**src/sv/tmoc_pkg.sv**
```systemverilog
`timescale 1ns / 1ps

package tmoc_pkg;

    localparam int unsigned CNT_W       = 6;
    localparam int unsigned POS_W       = 9;
    localparam int unsigned IN_TDATA_W  = 24;
    localparam int unsigned OUT_TDATA_W = 56;
    localparam int unsigned PADDR_W     = 3;

    localparam logic [7:0] KIND_END = 8'h00;
    localparam logic [7:0] KIND_NOP = 8'h01;
    localparam logic [7:0] KIND_MSS = 8'h02;

    localparam logic [CNT_W-1:0] CNT_MAX = '1;

    localparam logic [15:0] MSS_CLAMP_RESET = 16'd1410;
    localparam logic        REG_MSS_CLAMP   = 1'b0;

    typedef struct packed {
        logic [CNT_W-1:0] byte_count;
        logic [POS_W-1:0] kind_position;
        logic [POS_W-1:0] length_position;
        logic [POS_W-1:0] value_position;
        logic             mss_kind_seen;
        logic             walk_stopped;
        logic             low_byte_pending;
        logic [15:0]      captured_mss;
        logic [CNT_W-1:0] captured_offset;
    } parse_state_t;

    localparam parse_state_t PARSE_RESET = '{
        byte_count:       '0,
        kind_position:    9'd0,
        length_position:  9'd1,
        value_position:   9'd2,
        mss_kind_seen:    1'b0,
        walk_stopped:     1'b0,
        low_byte_pending: 1'b0,
        captured_mss:     16'd0,
        captured_offset:  '0
    };

    typedef struct packed {
        logic             mss_found;
        logic [15:0]      old_mss;
        logic [CNT_W-1:0] mss_pos;
    } parse_out_t;

    // Packed MSB first; mss_found lands in bit 0 of tdata.
    typedef struct packed {
        logic [15:0]      new_checksum;
        logic [15:0]      new_mss;
        logic             rewrite;
        logic [CNT_W-1:0] mss_pos;
        logic [15:0]      old_mss;
        logic             mss_found;
    } result_t;

    // Ones-complement 16-bit add with end-around carry.
    function automatic logic [15:0] ones_add(input logic [15:0] a, input logic [15:0] b);
        logic [16:0] s;
        s = {1'b0, a} + {1'b0, b};
        return s[15:0] + {15'd0, s[16]};
    endfunction

endpackage

```
**src/sv/tmoc_parser.sv**
```systemverilog
`timescale 1ns / 1ps

module tmoc_parser #(
    parameter int unsigned MAX_OPTION_BYTES = 40
) (
    input  logic                aclk,
    input  logic                aresetn,
    input  logic                byte_fire,
    input  logic [7:0]          option_byte,
    input  logic                first_byte,
    input  logic                last_byte,
    output tmoc_pkg::parse_out_t parse_out
);

    localparam logic [tmoc_pkg::CNT_W-1:0] MAX_B = tmoc_pkg::CNT_W'(MAX_OPTION_BYTES);

    tmoc_pkg::parse_state_t state_reg;
    tmoc_pkg::parse_state_t walk_state;
    tmoc_pkg::parse_state_t state_next;

    always_comb begin
        tmoc_pkg::parse_state_t  cur;
        logic [tmoc_pkg::POS_W-1:0] idx;
        logic [tmoc_pkg::POS_W-1:0] len_new;
        cur     = first_byte ? tmoc_pkg::PARSE_RESET : state_reg;
        idx     = {{(tmoc_pkg::POS_W - tmoc_pkg::CNT_W){1'b0}}, cur.byte_count};
        len_new = cur.length_position + {1'b0, option_byte};
        walk_state = cur;
        if (!cur.walk_stopped) begin
            if (cur.low_byte_pending) begin
                walk_state.captured_mss     = {cur.captured_mss[15:8], option_byte};
                walk_state.low_byte_pending = 1'b0;
                walk_state.walk_stopped     = 1'b1;
            end else if (cur.byte_count < MAX_B) begin
                if (idx == cur.kind_position) begin
                    if (option_byte == tmoc_pkg::KIND_END) begin
                        walk_state.walk_stopped = 1'b1;
                    end else if (option_byte == tmoc_pkg::KIND_NOP) begin
                        walk_state.kind_position   = cur.kind_position + 9'd1;
                        walk_state.length_position = cur.kind_position + 9'd2;
                    end else if (option_byte == tmoc_pkg::KIND_MSS) begin
                        walk_state.mss_kind_seen   = 1'b1;
                        walk_state.length_position = cur.kind_position + 9'd1;
                    end else if (cur.mss_kind_seen) begin
                        walk_state.mss_kind_seen = 1'b0;
                        walk_state.walk_stopped  = 1'b1;
                    end else begin
                        walk_state.length_position = cur.kind_position + 9'd1;
                    end
                end else if (idx == cur.length_position) begin
                    walk_state.value_position  = cur.length_position + 9'd1;
                    walk_state.length_position = len_new;
                    walk_state.kind_position   = len_new - 9'd1;
                end else if (idx >= cur.value_position) begin
                    if (cur.mss_kind_seen && cur.captured_offset == '0) begin
                        walk_state.captured_offset  = cur.byte_count;
                        walk_state.captured_mss     = {option_byte, 8'h00};
                        walk_state.low_byte_pending = 1'b1;
                    end
                end
            end
        end
        if (cur.byte_count != tmoc_pkg::CNT_MAX) begin
            walk_state.byte_count = cur.byte_count + 1'b1;
        end
        state_next = last_byte ? tmoc_pkg::PARSE_RESET : walk_state;
    end

    always_comb begin
        parse_out.mss_found = (walk_state.captured_offset != '0) && !walk_state.low_byte_pending;
        parse_out.old_mss   = parse_out.mss_found ? walk_state.captured_mss : 16'd0;
        parse_out.mss_pos   = parse_out.mss_found ? walk_state.captured_offset : '0;
    end

    always_ff @(posedge aclk) begin
        if (!aresetn) begin
            state_reg <= tmoc_pkg::PARSE_RESET;
        end else if (byte_fire) begin
            state_reg <= state_next;
        end
    end

endmodule

```
**src/sv/tcp_mss_option_clamp_core.sv**
```systemverilog
`timescale 1ns / 1ps
// Each result is registered into the output or skid register when s_tlast is accepted.
// Throughput: one option byte per cycle while s_tready is high; a two-entry output buffer
// (output register plus skid register) keeps s_tready high while one result waits on m_tready.
// Reset (aresetn low, synchronous): parse state cleared, output buffer emptied,
// mss_clamp returns to 1410.
module tcp_mss_option_clamp_core #(
    parameter int unsigned MAX_OPTION_BYTES = 40
) (
    input  logic                                aclk,
    input  logic                                aresetn,
    // APB configuration
    input  logic                                psel,
    input  logic                                penable,
    input  logic                                pwrite,
    input  logic [tmoc_pkg::PADDR_W-1:0]        paddr,
    input  logic [31:0]                         pwdata,
    output logic [31:0]                         prdata,
    output logic                                pready,
    // option byte stream
    input  logic                                s_tvalid,
    output logic                                s_tready,
    input  logic [tmoc_pkg::IN_TDATA_W-1:0]     s_tdata,  // option_byte[7:0], old_checksum[23:8]
    input  logic                                s_tuser,  // first_byte
    input  logic                                s_tlast,  // last_byte
    // result stream
    output logic                                m_tvalid,
    input  logic                                m_tready,
    output logic [tmoc_pkg::OUT_TDATA_W-1:0]    m_tdata   // mss_found[0], old_mss[16:1],
                                                          // mss_pos[22:17], rewrite[23],
                                                          // new_mss[39:24], new_checksum[55:40]
);

    logic [15:0]          mss_clamp_reg;
    tmoc_pkg::parse_out_t parse_out;
    tmoc_pkg::result_t    result;
    tmoc_pkg::result_t    out_reg;
    tmoc_pkg::result_t    skid_reg;
    logic                 out_valid_reg;
    logic                 skid_valid_reg;
    logic                 s_fire;
    logic                 push;
    logic                 pop;
    logic [15:0]          sum_first;

    assign pready = 1'b1;
    assign prdata = (paddr[2] == tmoc_pkg::REG_MSS_CLAMP) ? {16'd0, mss_clamp_reg} : 32'd0;

    always_ff @(posedge aclk) begin
        if (!aresetn) begin
            mss_clamp_reg <= tmoc_pkg::MSS_CLAMP_RESET;
        end else if (psel && penable && pwrite && pready
                     && paddr[2] == tmoc_pkg::REG_MSS_CLAMP) begin
            mss_clamp_reg <= pwdata[15:0];
        end
    end

    assign s_tready = !skid_valid_reg;
    assign s_fire   = s_tvalid && s_tready;
    assign push     = s_fire && s_tlast;
    assign pop      = m_tvalid && m_tready;

    tmoc_parser #(
        .MAX_OPTION_BYTES(MAX_OPTION_BYTES)
    ) u_parser (
        .aclk       (aclk),
        .aresetn    (aresetn),
        .byte_fire  (s_fire),
        .option_byte(s_tdata[7:0]),
        .first_byte (s_tuser),
        .last_byte  (s_tlast),
        .parse_out  (parse_out)
    );

    // RFC 1624 eqn. 3 incremental update
    always_comb begin
        result.mss_found  = parse_out.mss_found;
        result.old_mss    = parse_out.old_mss;
        result.mss_pos    = parse_out.mss_pos;
        result.rewrite    = parse_out.mss_found && (parse_out.old_mss >= mss_clamp_reg);
        result.new_mss    = result.rewrite ? mss_clamp_reg : parse_out.old_mss;
        sum_first         = tmoc_pkg::ones_add(~s_tdata[23:8], ~parse_out.old_mss);
        result.new_checksum = result.rewrite
                            ? ~tmoc_pkg::ones_add(sum_first, result.new_mss)
                            : s_tdata[23:8];
    end

    always_ff @(posedge aclk) begin
        if (!aresetn) begin
            out_valid_reg  <= 1'b0;
            skid_valid_reg <= 1'b0;
        end else begin
            if (pop) begin
                if (skid_valid_reg) begin
                    skid_valid_reg <= 1'b0;
                end else if (!push) begin
                    out_valid_reg <= 1'b0;
                end
            end else if (push && out_valid_reg) begin
                skid_valid_reg <= 1'b1;
            end else if (push) begin
                out_valid_reg <= 1'b1;
            end
        end
    end

    always_ff @(posedge aclk) begin
        if (pop && skid_valid_reg) begin
            out_reg <= skid_reg;
        end else if (push && (pop || !out_valid_reg)) begin
            out_reg <= result;
        end
        if (push && out_valid_reg && !pop) begin
            skid_reg <= result;
        end
    end

    assign m_tvalid = out_valid_reg;
    assign m_tdata  = out_reg;

endmodule

```
**config.mk**
```make
export PLATFORM = sky130hd
export DESIGN_NAME = tcp_mss_option_clamp_core
export DESIGN_NICKNAME = d
export VERILOG_FILES = /design/src/sv/tmoc_pkg.sv /design/src/sv/tmoc_parser.sv /design/src/sv/tcp_mss_option_clamp_core.sv
export SDC_FILE = /design/constraint.sdc
export NUM_CORES = 1
export LEC_CHECK = 0
export ABC_AREA = 1
export BUFFER_PORTS_ARGS = -buffer_cell sky130_fd_sc_hd__buf_2
export CAP_MARGIN = 20
export CORE_UTILIZATION = 60
export DETAILED_ROUTE_END_ITERATION = 8
export PLACE_DENSITY = 0.84
export SLEW_MARGIN = 20
export SYNTH_ARGS = -nofsm -noshare
export SYNTH_HDL_FRONTEND = slang
export SYNTH_SLANG_ARGS = --single-unit
```
**constraint.sdc**
```tcl
create_clock -name aclk -period 11.7 [get_ports aclk]
set_input_delay 1.17 -clock aclk [delete_from_list [all_inputs] [get_ports aclk]]
set_output_delay 1.17 -clock aclk [all_outputs]
set_load 0.02 [all_outputs]
```
==> out/results.tsv, run 1 <==
metric	value	unit
outcome	finished, final reports clean	
setup violators final	0	
Via Count	12600	
Worst path most repeated cell	nand2_1	
Cell Rows	53	
Pint	1.06	mW
Gate power share	14.1	%
startpoint types	input port	
WP data required	11890	ps
EDFF count, synth	112	
worst hold start	u_parser.state_reg[43]$_SDFFE_PN0P_	
switching part of the total	29.1	%
Worst R2R Path Depth	68	
setup TNS	0	ps
Power Dens Cells	103	nW/um^2
num ports	159	
most common cell in the netlist	nand2_1	
post-synth cell types	59	
DRT Pass-1 Iters	6	
crit path from	s_tuser	
total track usage	34.2	%
Post CTS Setup Buffer Count	0	
Worst slew margin	28.7	%
flops & latches, synth	188	
critical path type	input port to flip-flop	
Max Cap Viol	0	
Area Growth Syn to Fin	11.3	%
Hold Crit Class	flip-flop to flip-flop	
CP max stage cell	or3_1	
Synth area leaders	edfxtp_1 26%, nand2_1 14%, dfxtp_1 12%, ha_1 6.6%, inv_1 6.2%	
Clk pwr share	37.8	%
pre-CTS setup slack	717	ps
max incr delay on CP	380	ps
cell count after synthesis	1765	
Yosys top cell area share	25.8	%
clock buffer depth	2	
CTS root buf	clkbuf_16	
CP Depth	69	
Yosys warning total	0	
drt total wl	37.9	mm
Total Power	1.49	mW
dominant cell type by area after synthesis	edfxtp_1	
Num CTS Buffers	17	
synthesized area per cell	7.39	sq um
drt wl/cell	17.4	um
Initial DRC Count	1472	
Vias per Instance	5.79	
initial antenna violation count	0	
GRT Residual Overflow	0	
die span in x	149	um
Core Region	21200	sq um
r2r endpoint	m_tdata[55]$_DFFE_PP_	
Final WS setup	1070	ps
NumNets Final	2024	
first-pass GRT wire length	58.3	mm
register area share after synthesis	37.5	%
Net Sw Power	434	uW
clk_skew	18.5	ps
crit-path leading delay family	simple AND/OR/NAND/NOR gates	
Max Freq	0.0941	GHz
layout cells sized above 1	13.0	%
Pins Over Slew Limit	0	
RSZ-0062 raised after global routing	no	
Initial Util	61.6	%
antenna violation net count after detailed routing	0	
DP Wirelength	28.2	mm
IO buf count	123	
max reg flops	58	
Die Height	149	um
Post-synth top flop	edfxtp_1	
Async SR Flop Fraction	0	%
Post-CTS Resized	0	
H-tree levels	4	
Min-Delay Path Depth	2	
buffers and inverters on the worst path	10	
DRC	0	
diodes inserted	0	
top post-synthesis cells by count	469 x nand2_1, 214 x inv_1, 142 x nor2_1	
part of the power in registers	48.1	%
Synth Cell Area	13000	sq um
vias in the first global route	11200	
Crit. End Element	flip-flop	
CTS sink count	188	
Final Util	68.6	%
Hold Path End	u_parser.state_reg[43]$_SDFFE_PN0P_	
CTS tree	built	
Tcrit/Tclk final	90.9	%
minimum clock period	10630	ps
worst-skew pair later-pin latency	440	ps
Fin. Hold Viols	0	
Worst R2R Start	u_parser.state_reg[52]$_SDFFE_PN0P_	
slew of the pin with the lowest slew margin	1060	ps
Arr. time, crit path	10820	ps
cts hold-fix bufs	0	
crit path max fanout	13	
global placement routability congestion	0.972	
Lkg Pwr	6.30	nW
VDD IR max	0.101	mV
reg2reg setup slack	1670	ps
die area	22300	sq um
largest net degree at the start of global routing	78	
clk slew on worst S/H paths	70	ps
[worst register-to-register path, delay by kind of cell, from the launching register on]
kind | cells | cell delay, ps
simple gates | 43 | 5260
compound gates | 9 | 1590
xor+xnor | 2 | 290
flops | 1 | 370
buf+inv | 9 | 980
fa+ha+maj | 5 | 1320
[power groups by stage]
stage | combinational (mW) | sequential, mW | clock [mW]
2_1_floorplan | 0.140 | 0.744 | 0
3_3_place_gp | 0.202 | 0.732 | 0
3_5_place_dp | 0.206 | 0.733 | 0
4_1_cts | 0.208 | 0.718 | 0.567
5_1_grt | 0.232 | 0.719 | 0.591
6_report | 0.210 | 0.718 | 0.565
[worst max path at each step]
stage / to / slack [ps]
3_5_place_dp: m_tdata[55]$_DFFE_PP_ / 720
6_report: m_tdata[55]$_DFFE_PP_ / 1070
5_1_grt: m_tdata[55]$_DFFE_PP_ / 70
4_1_cts: m_tdata[55]$_DFFE_PP_ / 1070
2_1_floorplan: skid_reg[55]$_DFFE_PP_ / 1690
3_3_place_gp: m_tdata[55]$_DFFE_PP_ / 890
[final cells by class]
class                      count  area, sq um
clock buffer                  17          425
clock inverter                15          128
fill                        1748         6640
inverter                     225          845
multi-input combinational   1291         6980
sequential                   188         4880
tap                          275          344
timing repair buffer         161          901
[kinds of logic (layout without fill, tap and decap cells)]
group | count (synthesis) | count (layout) | synth area share, %
buffers and inverters | 301 | 418 | 9.66
and+or+nand+nor | 838 | 838 | 27.9
AOI/OAI and AO/OA | 315 | 315 | 14.3
DFF | 188 | 188 | 37.5
adders and majority gates | 72 | 72 | 7.08
other | 2 | 17 | 0.0576
xor gates and xnor gates | 49 | 49 | 3.49
[cells in the final DEF (no fill, tap or decap), types with 4 or more instances in the layout]
master       n
nand2_2      9
nand3b_1    11
a221oi_1     7
xnor2_1      9
o21bai_1     6
inv_1      214
dfxtp_1     76
a21o_1       4
nand3_1    106
a21oi_1    133
buf_4       38
nor2_4       9
clkbuf_16   17
nor2_1     137
edfxtp_1   112
o211ai_1    25
o21ai_0     74
o22ai_1      4
nand2_1    468
buf_2      123
inv_8        4
a31oi_1     18
nand3_2      6
nor2_2      13
inv_6        4
a2bb2oi_1    5
inv_2        4
conb_1      17
nand4_1     12
ha_1        69
xor2_1      38
nor4_1       4
and2_1      27
clkinv_1     8
o221ai_1    10
nor3_1      28
o2111ai_1    4
[per-stage QoR]
| step | hold slack (ps) | std cells | cell area (sq um) |
|---|---|---|---|
| 5_1_grt | 486 | 2172 | 14500 |
| 6_report | 467 | 2172 | 14500 |
| 3_5_place_dp | 455 | 2140 | 13900 |
| 2_1_floorplan | 437 | 1780 | 13100 |
| 3_3_place_gp | 449 | 2140 | 13900 |
| 4_1_cts | 468 | 2172 | 14500 |
[per-layer routing]
layer / up-vias / track usage (%) / routed length [um] / share of wire, %
met5: - / 0 / 0 / 0
met4: 0 / 9.69 / 667 / 1.8
met3: 48 / 7.22 / 4500 / 12
met2: 707 / 50.5 / 16200 / 43
met1: 5735 / 49.9 / 16500 / 44
li1: 6076 / - / - / -
Note: power is estimated with default switching activity, not from simulation.
==> inputs of run 2 (changes only) <==
--- a/config.mk
+++ b/config.mk
@@ -10,6 +10,7 @@
 export CAP_MARGIN = 20
 export CORE_UTILIZATION = 60
 export DETAILED_ROUTE_END_ITERATION = 8
+export MAX_ROUTING_LAYER = met4
 export PLACE_DENSITY = 0.84
 export SLEW_MARGIN = 20
 export SYNTH_ARGS = -nofsm -noshare
==> run 2 against run 1 <==
Against the previous run: non-clock buffer count is 4 higher; total power hardly changed; fmax is 0.51% higher; design area is 0.46% higher; sequential cell count stayed put; worst hold slack better by 5.2 ps; cell count is 0.18% higher; clock skew is 3.0 ps lower; wire length is 1.4% higher; clock-buffer cell count stayed put; clock power is 0.7% lower; first-iteration DRC count is 18% lower.
==> out/results.tsv, run 2 (synthesis results as in run 1) <==
metric	value	unit
CTS root buf	clkbuf_16	
Max Cap Viol	0	
max reg flops	58	
post-route cell area	14600	sq um
Area Growth Syn to Fin	11.8	%
VDD IR max	0.111	mV
Fin. Hold Viols	0	
drt total wl	38.4	mm
CP max stage cell	or3_1	
clk slew on worst S/H paths	70	ps
die span in x	149	um
pre-CTS setup slack	565	ps
WP data required	11900	ps
placed cell areas	14000	sq um
drt wl/cell	17.7	um
first-pass GRT wire length	60.7	mm
Final WS setup	1120	ps
Initial DRC Count	1205	
die area	22300	sq um
DRC	0	
num ports	159	
DRT Pass-1 Iters	8	
antenna violation net count after detailed routing	0	
IO buf count	123	
setup TNS	0	ps
Pins Over Slew Limit	0	
vias in the first global route	11600	
minimum clock period	10580	ps
most common cell after layout, fill and taps aside	nand2_1	
GRT Residual Overflow	0	
H-tree levels	4	
Num CTS Buffers	17	
Power Dens Cells	102	nW/um^2
Cell Rows	53	
CTS sink count	188	
Worst R2R Path Depth	68	
Via Count	12700	
Hold Crit Class	flip-flop to flip-flop	
Gate power share	14.3	%
crit path max fanout	13	
largest net degree at the start of global routing	78	
initial antenna violation count	0	
Clk pwr share	37.6	%
startpoint types	input port	
Post CTS Setup Buffer Count	0	
outcome	finished, final reports clean	
switching part of the total	29.0	%
clock buffer depth	2	
Vias per Instance	5.85	
Max Freq	0.0945	GHz
Net Sw Power	433	uW
global placement routability congestion	0.966	
worst-skew pair later-pin latency	440	ps
part of the power in registers	48.1	%
Worst path most repeated cell	nand2_1	
Lkg Pwr	6.33	nW
CTS tree	built	
Initial Util	61.6	%
Pint	1.06	mW
Tcrit/Tclk final	90.4	%
diodes inserted	0	
Min-Delay Path Depth	2	
Worst slew margin	27.8	%
clk_skew	15.5	ps
critical path type	input port to flip-flop	
Arr. time, crit path	10770	ps
Die Height	149	um
total track usage	36.4	%
RSZ-0062 raised after global routing	no	
NumNets Final	2028	
Core Region	21200	sq um
DP Wirelength	29.0	mm
commonest cells after routing, fill and taps aside	468 x nand2_1, 214 x inv_1, 137 x nor2_1, 133 x a21oi_1, 123 x buf_2	
max incr delay on CP	400	ps
setup violators final	0	
layout cells sized above 1	13.1	%
slew of the pin with the lowest slew margin	1080	ps
Crit. End Element	flip-flop	
run 2: cell type report:
cell class,count,area [sq um]
multi-input combinational,1291,6990
timing repair buffer,165,963
fill,1788,6580
sequential,188,4880
clock inverter,15,126
inverter,225,845
clock buffer,17,425
tap,275,344
run 2: path summary, 6_finish.rpt:
check                                      start                            endpoint  slack [ps]
max                                      s_tuser               m_tdata[55]$_DFFE_PP_        1120
min           u_parser.state_reg[6]$_SDFFE_PN0P_  u_parser.state_reg[6]$_SDFFE_PN0P_         470
max reg2reg  u_parser.state_reg[52]$_SDFFE_PN0P_               m_tdata[55]$_DFFE_PP_        1810
min reg2reg   u_parser.state_reg[6]$_SDFFE_PN0P_  u_parser.state_reg[6]$_SDFFE_PN0P_         470
run 2: critical path: cells and delay by family:
kind / cells / cell delay, ps
buffers and inverters: 10 / 1290
and+or+nand+nor: 43 / 5190
adders and majority gates: 5 / 1280
xor gates and xnor gates: 2 / 280
AOI/OAI and AO/OA: 9 / 1540
run 2: what timing repair did:
item,in CTS,in global routing
hold buffers,0,0
endpoints found under the setup margin,0,6
hold endpoints to repair,0,0
resized for setup,0,3
run 2: power by group through the flow:
stage / clock (mW) / combinational, mW / sequential [mW]
2_1_floorplan: 0 / 0.140 / 0.744
3_3_place_gp: 0 / 0.204 / 0.732
3_5_place_dp: 0 / 0.208 / 0.733
4_1_cts: 0.563 / 0.210 / 0.718
5_1_grt: 0.587 / 0.235 / 0.719
6_report: 0.561 / 0.214 / 0.718
run 2: through the flow:
stage	power (mW)	hold slack (ps)	std cells	util, %
global placement	0.936	451	2143	66.1
detailed placement	0.941	459	2143	66.1
floorplan	0.884	437	1780	-
finish	1.49	472	2176	68.9
global route	1.54	489	2176	68.9
CTS	1.49	468	2175	68.7
run 2: layer usage:
metal  share of wire [%]  track usage, %  up-vias  wire (um)
met1                  44            52.9     5880      16900
met2                  43            52.7      708      16700
met4                 1.8            9.49        0        674
li1                    -               -     6083          -
met5                   0               -        -          0
met3                  11            5.05       59       4190
